===== config.mk =====
export PLATFORM = sky130hd
export DESIGN_NAME = serial_bank_mapper_unit
export DESIGN_NICKNAME = d
export VERILOG_FILES = /design/src/hdl/sbm_pkg.sv /design/src/hdl/serial_bank_mapper_unit.sv
export SDC_FILE = /design/constraint.sdc
export NUM_CORES = 1
export LEC_CHECK = 0
export ABC_AREA = 1
export BUFFER_PORTS_ARGS = -buffer_cell sky130_fd_sc_hd__buf_2
export CORE_MARGIN = 2
export CORE_UTILIZATION = 50
export CTS_BUF_LIST = sky130_fd_sc_hd__clkbuf_8 sky130_fd_sc_hd__clkbuf_16
export DETAILED_ROUTE_END_ITERATION = 10
export GPL_ROUTABILITY_DRIVEN = 0
export PLACE_DENSITY = 0.72
export SKIP_CTS_REPAIR_TIMING = 1
export SLEW_MARGIN = 20
export SYNTH_ARGS = -nofsm -noshare
export SYNTH_HDL_FRONTEND = slang
export SYNTH_SLANG_ARGS = --single-unit

===== constraint.sdc =====
create_clock -name clk -period 1.76 [get_ports clk]
set_input_delay 0.088 -clock clk [delete_from_list [all_inputs] [get_ports clk]]
set_output_delay 0.088 -clock clk [all_outputs]
set_load 0.02 [all_outputs]

===== src/hdl/sbm_pkg.sv =====
package sbm_pkg;

    localparam int CFG_INDEX_W = 3;
    localparam int CFG_DATA_W  = 7;

    // configuration register indexes
    localparam logic [CFG_INDEX_W-1:0] CFG_ROM_BANKS   = 3'd0;
    localparam logic [CFG_INDEX_W-1:0] CFG_HAS_CHR_ROM = 3'd1;
    localparam logic [CFG_INDEX_W-1:0] CFG_WRAM_MODE   = 3'd2;
    localparam logic [CFG_INDEX_W-1:0] CFG_INIT_MIRROR = 3'd3;

    // configuration reset values
    localparam logic [6:0] RESET_ROM_BANKS   = 7'd8;
    localparam logic       RESET_HAS_CHR_ROM = 1'b1;
    localparam logic [1:0] RESET_WRAM_MODE   = 2'd0;
    localparam logic [1:0] RESET_INIT_MIRROR = 2'd2;

    // register select codes from address bits 14:13
    localparam logic [1:0] SEL_CONTROL = 2'd0;
    localparam logic [1:0] SEL_CHR_A   = 2'd1;
    localparam logic [1:0] SEL_CHR_B   = 2'd2;
    localparam logic [1:0] SEL_PRG     = 2'd3;

    // work ram page select modes
    localparam logic [1:0] WRAM_MODE_BFFF = 2'd1;
    localparam logic [1:0] WRAM_MODE_CHR  = 2'd2;

    localparam logic [4:0]  CTRL_RESET    = 5'h0c;
    localparam logic [4:0]  CTRL_PRG_MODE = 5'h0c;
    localparam logic [15:0] BFFF_ADDR     = 16'hbfff;
    localparam logic [6:0]  LARGE_BANKS   = 7'd32;
    localparam logic [2:0]  LOAD_BITS     = 3'd5;
    localparam logic [2:0]  WRAM_WRITES   = 3'd5;
    localparam logic [5:0]  LARGE_FIXED   = 6'd15;
    localparam logic [4:0]  CHR_RESET_HI  = 5'd1;

    typedef struct packed {
        logic [6:0] rom_banks_16k;
        logic       has_chr_rom;
        logic [1:0] wram_mode;
        logic [1:0] initial_mirroring;
    } cfg_t;

endpackage


===== src/hdl/serial_bank_mapper_unit.sv =====
// throughput: one transaction per cycle while the output is not stalled;
//   input register, one pass of select and add logic that also updates the
//   mapper state, then the result register
// reset: rst_n clears the pipeline and loads the default configuration and
//   mapper state; a configuration write reloads the mapper state from the new values
module serial_bank_mapper_unit (
    input  logic                           clk,
    input  logic                           rst_n,
    input  logic                           cfg_write_en,
    input  logic [sbm_pkg::CFG_INDEX_W-1:0] cfg_index,
    input  logic [sbm_pkg::CFG_DATA_W-1:0]  cfg_data,
    input  logic                           in_valid,
    output logic                           in_stall,
    input  logic [15:0]                    addr,
    input  logic [7:0]                     data,
    output logic                           out_valid,
    input  logic                           out_stall,
    output logic [1:0]                     mirroring,
    output logic [5:0]                     prg_bank_low,
    output logic [5:0]                     prg_bank_high,
    output logic [4:0]                     chr_bank_low,
    output logic [4:0]                     chr_bank_high,
    output logic                           wram_page,
    output logic                           register_loaded
);
    import sbm_pkg::*;

    cfg_t cfg_reg;
    cfg_t cfg_next;
    logic cfg_hit;
    logic large_next;
    logic [5:0] reset_prg_high;

    logic s1_valid_reg;
    logic [15:0] s1_addr_reg;
    logic [7:0] s1_data_reg;
    logic s1_fire;
    logic out_valid_reg;

    logic [2:0] bit_count_reg, bit_count_next;
    logic [4:0] shift_reg, shift_next;
    logic [4:0] ctrl_reg, ctrl_next;
    logic [4:0] chr_a_reg, chr_a_next;
    logic [4:0] chr_b_reg, chr_b_next;
    logic [4:0] prg_reg, prg_next;
    logic [1:0] last_sel_reg, last_sel_next;
    logic [2:0] wram_count_reg, wram_count_next;
    logic [2:0] wram_sum_reg, wram_sum_next;
    logic [1:0] mirroring_reg, mirroring_next;
    logic [5:0] prg_low_reg, prg_low_next;
    logic [5:0] prg_high_reg, prg_high_next;
    logic [4:0] chr_low_reg, chr_low_next;
    logic [4:0] chr_high_reg, chr_high_next;
    logic wram_page_reg, wram_page_next;
    logic loaded_reg, loaded_next;

    logic large_mode;
    logic [1:0] sel;
    logic [6:0] last_bank;
    logic [2:0] count_base;
    logic [4:0] buf_base;
    logic [2:0] count_inc;
    logic [2:0] sum_inc;
    logic [5:0] base;
    logic [5:0] large_switch;

    // configuration decode
    always_comb
    begin
        cfg_next = cfg_reg;
        cfg_hit  = 1'b0;
        if (cfg_write_en)
        begin
            unique case (cfg_index)
                CFG_ROM_BANKS:
                begin
                    cfg_next.rom_banks_16k = cfg_data;
                    cfg_hit = 1'b1;
                end
                CFG_HAS_CHR_ROM:
                begin
                    cfg_next.has_chr_rom = cfg_data[0];
                    cfg_hit = 1'b1;
                end
                CFG_WRAM_MODE:
                begin
                    cfg_next.wram_mode = cfg_data[1:0];
                    cfg_hit = 1'b1;
                end
                CFG_INIT_MIRROR:
                begin
                    cfg_next.initial_mirroring = cfg_data[1:0];
                    cfg_hit = 1'b1;
                end
                default:
                begin
                    cfg_hit = 1'b0;
                end
            endcase
        end
    end

    assign large_next = (cfg_next.rom_banks_16k >= LARGE_BANKS);
    assign reset_prg_high = large_next ? LARGE_FIXED
                                       : 6'(cfg_next.rom_banks_16k - 7'd1);

    // handshake
    assign s1_fire   = s1_valid_reg && (!out_valid_reg || !out_stall);
    assign in_stall  = s1_valid_reg && !s1_fire;
    assign out_valid = out_valid_reg;

    always_ff @(posedge clk or negedge rst_n)
    begin
        if (!rst_n)
        begin
            s1_valid_reg  <= 1'b0;
            out_valid_reg <= 1'b0;
        end
        else
        begin
            if (in_valid && !in_stall)
                s1_valid_reg <= 1'b1;
            else if (s1_fire)
                s1_valid_reg <= 1'b0;
            if (s1_fire)
                out_valid_reg <= 1'b1;
            else if (!out_stall)
                out_valid_reg <= 1'b0;
        end
    end

    always_ff @(posedge clk)
    begin
        if (in_valid && !in_stall)
        begin
            s1_addr_reg <= addr;
            s1_data_reg <= data;
        end
    end

    // one write through the serial port
    assign large_mode = (cfg_reg.rom_banks_16k >= LARGE_BANKS);
    assign sel        = s1_addr_reg[14:13];
    assign last_bank  = cfg_reg.rom_banks_16k - 7'd1;
    assign count_inc  = wram_count_reg + 3'd1;
    assign sum_inc    = wram_sum_reg + {2'b00, s1_data_reg[0]};

    always_comb
    begin
        bit_count_next  = bit_count_reg;
        shift_next      = shift_reg;
        ctrl_next       = ctrl_reg;
        chr_a_next      = chr_a_reg;
        chr_b_next      = chr_b_reg;
        prg_next        = prg_reg;
        last_sel_next   = last_sel_reg;
        wram_count_next = wram_count_reg;
        wram_sum_next   = wram_sum_reg;
        mirroring_next  = mirroring_reg;
        prg_low_next    = prg_low_reg;
        prg_high_next   = prg_high_reg;
        chr_low_next    = chr_low_reg;
        chr_high_next   = chr_high_reg;
        wram_page_next  = wram_page_reg;
        loaded_next     = 1'b0;
        count_base      = bit_count_reg;
        buf_base        = shift_reg;
        base            = 6'd0;
        large_switch    = 6'd0;

        // five writes to bfff pick the work ram page
        if (cfg_reg.wram_mode == WRAM_MODE_BFFF && s1_addr_reg == BFFF_ADDR)
        begin
            if (count_inc == WRAM_WRITES)
            begin
                wram_page_next  = (sum_inc != 3'd0);
                wram_count_next = 3'd0;
                wram_sum_next   = 3'd0;
            end
            else
            begin
                wram_count_next = count_inc;
                wram_sum_next   = sum_inc;
            end
        end

        // normal mode drops a partial load when the register select moves
        if (!large_mode)
        begin
            if (sel != last_sel_reg)
            begin
                count_base = 3'd0;
                buf_base   = 5'd0;
            end
            last_sel_next = sel;
        end

        bit_count_next = count_base;
        shift_next     = buf_base;
        if (s1_data_reg[7])
        begin
            bit_count_next = 3'd0;
            shift_next     = 5'd0;
            ctrl_next      = ctrl_reg | CTRL_PRG_MODE;
        end
        else
        begin
            shift_next     = buf_base | (5'(s1_data_reg[0]) << count_base);
            bit_count_next = count_base + 3'd1;
            if (bit_count_next >= LOAD_BITS)
            begin
                case (sel)
                    SEL_CONTROL: ctrl_next  = shift_next;
                    SEL_CHR_A:   chr_a_next = shift_next;
                    SEL_CHR_B:   chr_b_next = shift_next;
                    default:     prg_next   = shift_next;
                endcase
                shift_next     = 5'd0;
                bit_count_next = 3'd0;
                loaded_next    = 1'b1;

                if (large_mode)
                begin
                    base         = {1'b0, chr_a_next[4], 4'b0000};
                    large_switch = base + {2'b00, prg_next[3:0]};
                    if (cfg_reg.wram_mode == WRAM_MODE_CHR)
                        wram_page_next = (chr_a_next[4:3] != 2'b00);
                    if (sel == SEL_CONTROL)
                        mirroring_next = ctrl_next[1:0];
                    if (cfg_reg.has_chr_rom || ctrl_next[4])
                    begin
                        if (ctrl_next[4])
                        begin
                            chr_low_next  = chr_a_next;
                            chr_high_next = chr_b_next;
                        end
                        else
                        begin
                            chr_low_next  = {chr_a_next[4:1], 1'b0};
                            chr_high_next = {chr_a_next[4:1], 1'b1};
                        end
                    end
                    if (!ctrl_next[3])
                    begin
                        prg_low_next  = base + {2'b00, prg_next[3:1], 1'b0};
                        prg_high_next = prg_low_next + 6'd1;
                    end
                    else if (ctrl_next[2])
                    begin
                        prg_low_next  = large_switch;
                        prg_high_next = base + LARGE_FIXED;
                    end
                    else
                    begin
                        prg_low_next  = base;
                        prg_high_next = large_switch;
                    end
                end
                else
                begin
                    case (sel) inside
                        SEL_CONTROL:
                        begin
                            mirroring_next = ctrl_next[1:0];
                        end
                        SEL_CHR_A, SEL_CHR_B:
                        begin
                            if (cfg_reg.has_chr_rom)
                            begin
                                if (ctrl_next[4])
                                begin
                                    chr_low_next  = chr_a_next;
                                    chr_high_next = chr_b_next;
                                end
                                else
                                begin
                                    chr_low_next  = {chr_a_next[4:1], 1'b0};
                                    chr_high_next = {chr_a_next[4:1], 1'b1};
                                end
                            end
                            else if (ctrl_next[4])
                            begin
                                // chr ram: each register moves only its own half
                                if (sel == SEL_CHR_A)
                                    chr_low_next = chr_a_next;
                                else
                                    chr_high_next = chr_b_next;
                            end
                        end
                        default:
                        begin
                            if (!ctrl_next[3])
                            begin
                                prg_low_next  = {1'b0, prg_next[4:1], 1'b0};
                                prg_high_next = {1'b0, prg_next[4:1], 1'b1};
                            end
                            else if (ctrl_next[2])
                            begin
                                prg_low_next  = {1'b0, prg_next};
                                prg_high_next = last_bank[5:0];
                            end
                            else
                            begin
                                prg_low_next  = 6'd0;
                                prg_high_next = {1'b0, prg_next};
                            end
                        end
                    endcase
                end
            end
        end
    end

    always_ff @(posedge clk or negedge rst_n)
    begin
        if (!rst_n)
        begin
            cfg_reg.rom_banks_16k     <= RESET_ROM_BANKS;
            cfg_reg.has_chr_rom       <= RESET_HAS_CHR_ROM;
            cfg_reg.wram_mode         <= RESET_WRAM_MODE;
            cfg_reg.initial_mirroring <= RESET_INIT_MIRROR;
            bit_count_reg  <= 3'd0;
            shift_reg      <= 5'd0;
            ctrl_reg       <= CTRL_RESET;
            chr_a_reg      <= 5'd0;
            chr_b_reg      <= 5'd0;
            prg_reg        <= 5'd0;
            last_sel_reg   <= SEL_CONTROL;
            wram_count_reg <= 3'd0;
            wram_sum_reg   <= 3'd0;
            mirroring_reg  <= RESET_INIT_MIRROR;
            prg_low_reg    <= 6'd0;
            prg_high_reg   <= 6'(RESET_ROM_BANKS - 7'd1);
            chr_low_reg    <= 5'd0;
            chr_high_reg   <= CHR_RESET_HI;
            wram_page_reg  <= 1'b0;
            loaded_reg     <= 1'b0;
        end
        else if (cfg_hit)
        begin
            // cartridge swap: state restarts from the new configuration
            cfg_reg        <= cfg_next;
            bit_count_reg  <= 3'd0;
            shift_reg      <= 5'd0;
            ctrl_reg       <= CTRL_RESET;
            chr_a_reg      <= 5'd0;
            chr_b_reg      <= 5'd0;
            prg_reg        <= 5'd0;
            last_sel_reg   <= SEL_CONTROL;
            wram_count_reg <= 3'd0;
            wram_sum_reg   <= 3'd0;
            mirroring_reg  <= cfg_next.initial_mirroring;
            prg_low_reg    <= 6'd0;
            prg_high_reg   <= reset_prg_high;
            chr_low_reg    <= 5'd0;
            chr_high_reg   <= CHR_RESET_HI;
            wram_page_reg  <= 1'b0;
            loaded_reg     <= 1'b0;
        end
        else if (s1_fire)
        begin
            bit_count_reg  <= bit_count_next;
            shift_reg      <= shift_next;
            ctrl_reg       <= ctrl_next;
            chr_a_reg      <= chr_a_next;
            chr_b_reg      <= chr_b_next;
            prg_reg        <= prg_next;
            last_sel_reg   <= last_sel_next;
            wram_count_reg <= wram_count_next;
            wram_sum_reg   <= wram_sum_next;
            mirroring_reg  <= mirroring_next;
            prg_low_reg    <= prg_low_next;
            prg_high_reg   <= prg_high_next;
            chr_low_reg    <= chr_low_next;
            chr_high_reg   <= chr_high_next;
            wram_page_reg  <= wram_page_next;
            loaded_reg     <= loaded_next;
        end
    end

    // the bank state moves when a new result enters the output register, on a configuration write and on reset
    assign mirroring       = mirroring_reg;
    assign prg_bank_low    = prg_low_reg;
    assign prg_bank_high   = prg_high_reg;
    assign chr_bank_low    = chr_low_reg;
    assign chr_bank_high   = chr_high_reg;
    assign wram_page       = wram_page_reg;
    assign register_loaded = loaded_reg;

endmodule


Word level (Yosys, flattened, before mapping)
Cells that the tools add are included.
{"block": "word_totals", "out_inout_bits": 28, "word_cells": 216, "in_bits": 39, "register_bits": 100}
{"block": "op_classes", "n_shift": 1, "n_reduce_logical": 36, "order_cmp": 3, "addsub": 9, "bitwise_logic": 1, "n_eq_ne": 17, "muxes": 124}
{"op": "two-way mux 5 bit", "count": 57}
{"op": "two-way mux 6 bit", "count": 21}
{"op": "two-way mux 3 bit", "count": 14}
{"op": "two-way mux 1 bit", "count": 20}
{"op": "two-way mux 2 bit", "count": 10}
{"op": "equality test 16 bit, second input constant", "count": 1}
{"op": "AND reduction 8 bit", "count": 2}
{"op": ">= comparator 7 x 6 -> 1 bit, second input constant", "count": 2}
{"op": "adder 5 x 4 -> 6 bit", "count": 2}
{"op": "two-way mux 12 bit", "count": 1}
{"op": "nonzero test 2 bit", "count": 6}
{"op": "subtractor 6 x 1 -> 6 bit, second input constant", "count": 2}
{"op": "AND reduction 3 bit", "count": 3}
{"op": "nonzero test 3 bit", "count": 3}
{"op": "nonzero test 4 bit", "count": 2}
{"op": "two-way mux 7 bit", "count": 1}
{"op": "adder 3 x 1 -> 3 bit, second input constant", "count": 2}
{"op": "adder 5 x 4 -> 6 bit, second input constant", "count": 1}
{"op": "adder 6 x 1 -> 6 bit, second input constant", "count": 1}
{"op": "equality test 3 x 2 -> 1 bit, second input constant", "count": 2}
{"op": "!= test 3 bit, second input constant", "count": 2}
{"op": "AND reduction 2 bit", "count": 3}
{"op": "OR 5 bit", "count": 1}
{"op": "AND reduction 5 bit", "count": 1}
{"op": "21 further kinds", "count": 31}

Depth between registers and ports, before layout
{"block": "logic_depth", "depth_word": 18, "ltp_mapped": 18, "depth_no_buf": 17}

Worst setup path after synthesis
Ideal clock, no wire load.
{"block": "synth_path", "kind": "reg-to-reg", "start": "reg s1_addr_reg[13]", "end": "reg chr_low_reg[1], in the netlist chr_bank_low[1]", "synth_period_minus_slack_ps": 1819, "arrival_ps": 1701, "setup_slack_ps": -59, "path_buffers": 1, "setup_ps": 118, "path_stages_with_launch": 13, "required_time_ps": 1642, "cell_sequence": "edfxtp_1 inv_2 ha_1 clkbuf_1 inv_1 nand2_1 nand2_2 nand3_1 nand2_1 nor2_4 inv_2 nand2_1 nand2_1"}
{"block": "synth_between", "elab_chain_cells": 18, "word_cells_on_any_way": 38, "classes_between": "add/sub (1); order compare (1); eq/ne (5); shift (1); mux (21); bitwise (1); reduce/logical (8)"}
{"item": "start: declaration", "line_no": "serial_bank_mapper_unit.sv:35", "text": "logic [15:0] s1_addr_reg;"}
{"item": "start signal: assignment", "line_no": "serial_bank_mapper_unit.sv:136", "text": "s1_addr_reg <= addr;"}
{"item": "!= test 2 bit", "line_no": "serial_bank_mapper_unit.sv:190", "text": "if (sel != last_sel_reg)"}
{"item": "two-way mux 3 bit", "line_no": "serial_bank_mapper_unit.sv:190"}
{"item": "two-way mux 3 bit", "line_no": "serial_bank_mapper_unit.sv:188", "text": "if (!large_mode)"}
{"item": "left shift 1 x 3 -> 5 bit", "line_no": "serial_bank_mapper_unit.sv:208", "text": "shift_next = buf_base | (5'(s1_data_reg[0]) << count_base);"}
{"item": "OR 5 bit", "line_no": "serial_bank_mapper_unit.sv:208"}
{"item": "two-way mux 5 bit", "line_no": "serial_bank_mapper_unit.sv:212", "text": "case (sel)"}
{"item": "two-way mux 5 bit", "line_no": "serial_bank_mapper_unit.sv:210", "text": "if (bit_count_next >= LOAD_BITS)"}
{"item": "two-way mux 5 bit", "line_no": "serial_bank_mapper_unit.sv:200", "text": "if (s1_data_reg[7])"}
{"item": "two-way mux 5 bit", "line_no": "serial_bank_mapper_unit.sv:284", "text": "if (sel == SEL_CHR_A)"}
{"item": "two-way mux 5 bit", "line_no": "serial_bank_mapper_unit.sv:281", "text": "else if (ctrl_next[4])"}
{"item": "two-way mux 5 bit", "line_no": "serial_bank_mapper_unit.sv:268", "text": "if (cfg_reg.has_chr_rom)"}
{"item": "two-way mux 5 bit (2 in a row)", "line_no": "serial_bank_mapper_unit.sv:261", "text": "case (sel) inside"}
{"item": "two-way mux 5 bit", "line_no": "serial_bank_mapper_unit.sv:222", "text": "if (large_mode)"}
{"item": "two-way mux 5 bit", "line_no": "serial_bank_mapper_unit.sv:210"}
{"item": "two-way mux 5 bit", "line_no": "serial_bank_mapper_unit.sv:200"}
{"item": "two-way mux 5 bit", "line_no": "serial_bank_mapper_unit.sv:360", "text": "else if (s1_fire)"}
{"item": "two-way mux 5 bit", "line_no": "serial_bank_mapper_unit.sv:339", "text": "else if (cfg_hit)"}
{"item": "end signal: assignment", "line_no": "serial_bank_mapper_unit.sv:374", "text": "chr_low_reg <= chr_low_next;"}
{"item": "end: declaration", "line_no": "serial_bank_mapper_unit.sv:52", "text": "logic [4:0] chr_low_reg, chr_low_next;"}
Several ways; a longest one is shown, not always the timed one. The select of a mux whose other input is x is not followed.
A chain may end at the register's enable or synchronous reset.

Final worst setup path
{"block": "layout_path", "start": "reg s1_addr_reg[14]", "end": "reg prg_high_reg[3], in the netlist prg_bank_high[3]"}
{"block": "layout_between", "elab_chain_cells": 17, "word_cells_on_any_way": 38, "classes_between": "add/sub (4); order compare (1); eq/ne (5); shift (1); mux (21); bitwise (1); reduce/logical (5)"}
{"item": "branches (longest 17 deep; another with adder 5 x 4 -> 6 bit)"}
{"item": "end signal: assignment", "line_no": "serial_bank_mapper_unit.sv:333", "text": "prg_high_reg <= 6'(RESET_ROM_BANKS - 7'd1);"}
{"item": "end signal: assignment", "line_no": "serial_bank_mapper_unit.sv:354", "text": "prg_high_reg <= reset_prg_high;"}
{"item": "end signal: assignment", "line_no": "serial_bank_mapper_unit.sv:373", "text": "prg_high_reg <= prg_high_next;"}
{"item": "end: declaration", "line_no": "serial_bank_mapper_unit.sv:51", "text": "logic [5:0] prg_high_reg, prg_high_next;"}
Several ways; the timed one is not identified. The select of a mux whose other input is x is not followed.

==> impl_metrics.toml <==
[critical_path]
path_buf_inv = 2
cp_slowest_cell = "edfxtp_1"
crit_path_max_fanout = 7
start_kind = "flop"
critPathMaxStageDelay_ps = 450
critPathArrivalTime_ps = 2310
crit_required_ps = 2020
crit_path_end_kind = "flop"
path_delay_family = "simple AND/OR/NAND/NOR gates"
regToRegSetupSlack_ps = -290
path_class = "reg -> reg"
worstPathCellList = "inv_2, nand2_1, nand2_1, nand2_2, nand2_4, buf_12, nand2_8, nor2_4, nand2_2, nand2_4, nand2_2, nand2_4, nand2_8, nand2_2, nand3_2, nand2_1, nand2_1"

[synthesis]
yosysMostFrequentCell = "nand2_1"
synth_top_area_cell = "dfrtp_1"
synth_commonest_cells = "nand2_1 (158), inv_1 (76), dfrtp_1 (65)"
syn_nets = 613
async_reset_ff_frac = 0.806
syn-instance-count = 564
ys_seq_area_frac = 0.511
ys.flop_type = "dfrtp_1"
yosys.area.top_type_share = 0.342
ys_types = 43
syn_area_per_cell_um2 = 8.42
yosys_warnings = 0
syn_area_mm2 = 0.00475
yosys-top-cells-area = "dfrtp_1 (34%), nand2_1 (12%), edfxtp_1 (11%)"
synth_edf_count = 18
synth_seq_cells = 93

[floorplanning]
rows = 35
die_h_um = 101
core_area_mm2 = 0.00924
floorplan.initialDensity = 0.514
dieArea_mm2 = 0.0103
die_x_um = 101
ios = 67

[power]
combPwrFrac = 0.321
swShare = 0.362
pwr-share-clk = 0.232
switching_power_mw = 2.17
seq_power_share = 0.447
p_per_area_mw_per_mm2 = 922
internal_power_mw = 3.83
p_leak_nw = 3.21
ir_worst_vdd_mv = 0.558

[sta]
fin_crit_ps = 2050
maxSlewViolCount = 0
setup_viol = 44
setup_ws_ps = -290
fmax_mhz = 488
timing.hold.ws_ps = -28.0
final.setup_skew_ps = 7.88
final_hold_viol_count = 3
worst_slew_pin_slew_ps = 504
period_share = 1.16
setup_tns_ps = -7490
slew_headroom = 0.664
rsz0062_at_grt = "yes"

[global_route]
antenna_found_initial = 0
grt_pass1_vias = 3972
grt_max_degree = 50
grt_first_pass_wirelength_um = 18400
track_usage = 0.231
grt-ovfl-total = 0

[run_status]
violations = "negative hold slack, negative setup slack"
status = "finished with violations"

[route]
met1_length_um = 5280
routed_wl_um = 12300
drcViolationCount = 0
wl_met2_um = 6060
wl_met3_um = 604
wl_per_cell_um = 14.4
vias_per_cell = 5.14
drtIter0Drc = 228
vias = 4392
top_layer_used = "met4"
firstDrtPassIters = 5
ant_nets = 0

[clocking]
root_buffer = "clkbuf_8"
cts_tree = "done"
h-tree-depth = 3
numCtsBuffers = 9
worstSkewPairLatency_ps = 370
clkTransAtPathRegs_ps = 100
cts_buffer_depth = 2
clock_sinks = 93

[layout]
antennaDiodeCount = 0
final_layout_size_suffix_gt1_frac = 0.350
syn_to_final_growth_pct = 37.0
fill_cells = 721
largest_reg_flops = 16
nNetsFinal = 770

[min_path]
min_path_type = "in -> reg"

[place]
numPortBuffers = 59
dp_slack_ps = -302
hpwl_um = 8460

[run]
drv_cap = 0
-- placed cells by master, fill, tap and decap left out, types with 3 or more instances in the layout --
cell,count
buf_6,12
nor2_4,7
o22ai_1,13
buf_4,63
nand2_1,142
ha_1,10
nand2_4,12
inv_1,73
buf_12,4
o21ai_2,15
o21ai_0,26
dfstp_2,10
nand2_2,16
nor2_1,26
nand4_1,8
edfxtp_1,18
nand3_1,24
inv_6,3
a21oi_1,7
o21ai_1,10
dfrtp_1,65
o21ai_4,3
inv_2,8
dlygate4sd3_1,21
nor3_1,11
buf_2,58
a31oi_1,4
nand3_2,11
clkbuf_8,9
nor2_2,6
-- path summary, 6_finish.rpt --
kind / start / endpoint / cells past startpoint
max: s1_addr_reg[14]$_DFFE_PP_ / prg_bank_high[3]$_DFFE_PN0P_ / 17
min: cfg_data[5] / cfg_reg[10]$_DFFE_PN0P_ / 3
max reg2reg: s1_addr_reg[14]$_DFFE_PP_ / prg_bank_high[3]$_DFFE_PN0P_ / 17
min reg2reg: chr_bank_high[0]$_DFFE_PN1P_ / chr_bank_high[0]$_DFFE_PN1P_ / 2
max in group asynchronous: rst_n / mirroring[1]$_DFFE_PN1P_ / 3
min in group asynchronous: rst_n / register_loaded$_DFFE_PN0P_ / 2
-- power groups by stage --
stage | Combinational [mW] | Clock, mW | Sequential (mW)
floorplan | 0.813 | 0 | 2.89
global placement | 1.60 | 0 | 2.71
detailed placement | 1.64 | 0 | 2.72
CTS | 1.65 | 1.40 | 2.68
global route | 2.12 | 1.50 | 2.71
finish | 1.92 | 1.39 | 2.69
-- worst min-delay path: stages --
cell	delay (ps)
buf_2	100
inv_1	40
o21ai_1	80
-- final cells by class --
type	instances	area [um^2]	area share
clock buffer	9	124	0.0190
clock inverter	7	63.8	0.00981
inverter	82	313	0.0481
multi-input combinational	377	2230	0.342
sequential	93	2430	0.373
tap	129	161	0.0248
timing repair buffer	158	1190	0.183
-- layer usage --
metal	vias to the layer above	GRT usage
li1	2139	-
met1	2076	0.315
met2	141	0.377
met3	36	0.0276
met4	0	0.0956
met5	-	0
-- metrics by stage --
stage | power [mW] | instances | utilization | instance area, um^2
5_1_grt | 6.33 | 855 | 0.704 | 6510
4_1_cts | 5.72 | 819 | 0.633 | 5850
3_3_place_gp | 4.31 | 803 | 0.613 | 5660
3_5_place_dp | 4.36 | 803 | 0.613 | 5660
6_report | 6.00 | 855 | 0.704 | 6510
2_1_floorplan | 3.70 | 564 | - | 4770
-- cells by family (layout without fill, tap and decap cells) --
family,count (synthesis),in the layout,synth area share
simple gates,270,270,0.260
buf+inv,94,256,0.0790
compound gates,92,92,0.115
xor+xnor,4,4,0.00738
fa+ha+maj,10,10,0.0263
flops,93,93,0.511
other cells,1,1,0.000789
Power figures use the tool's default switching activity.
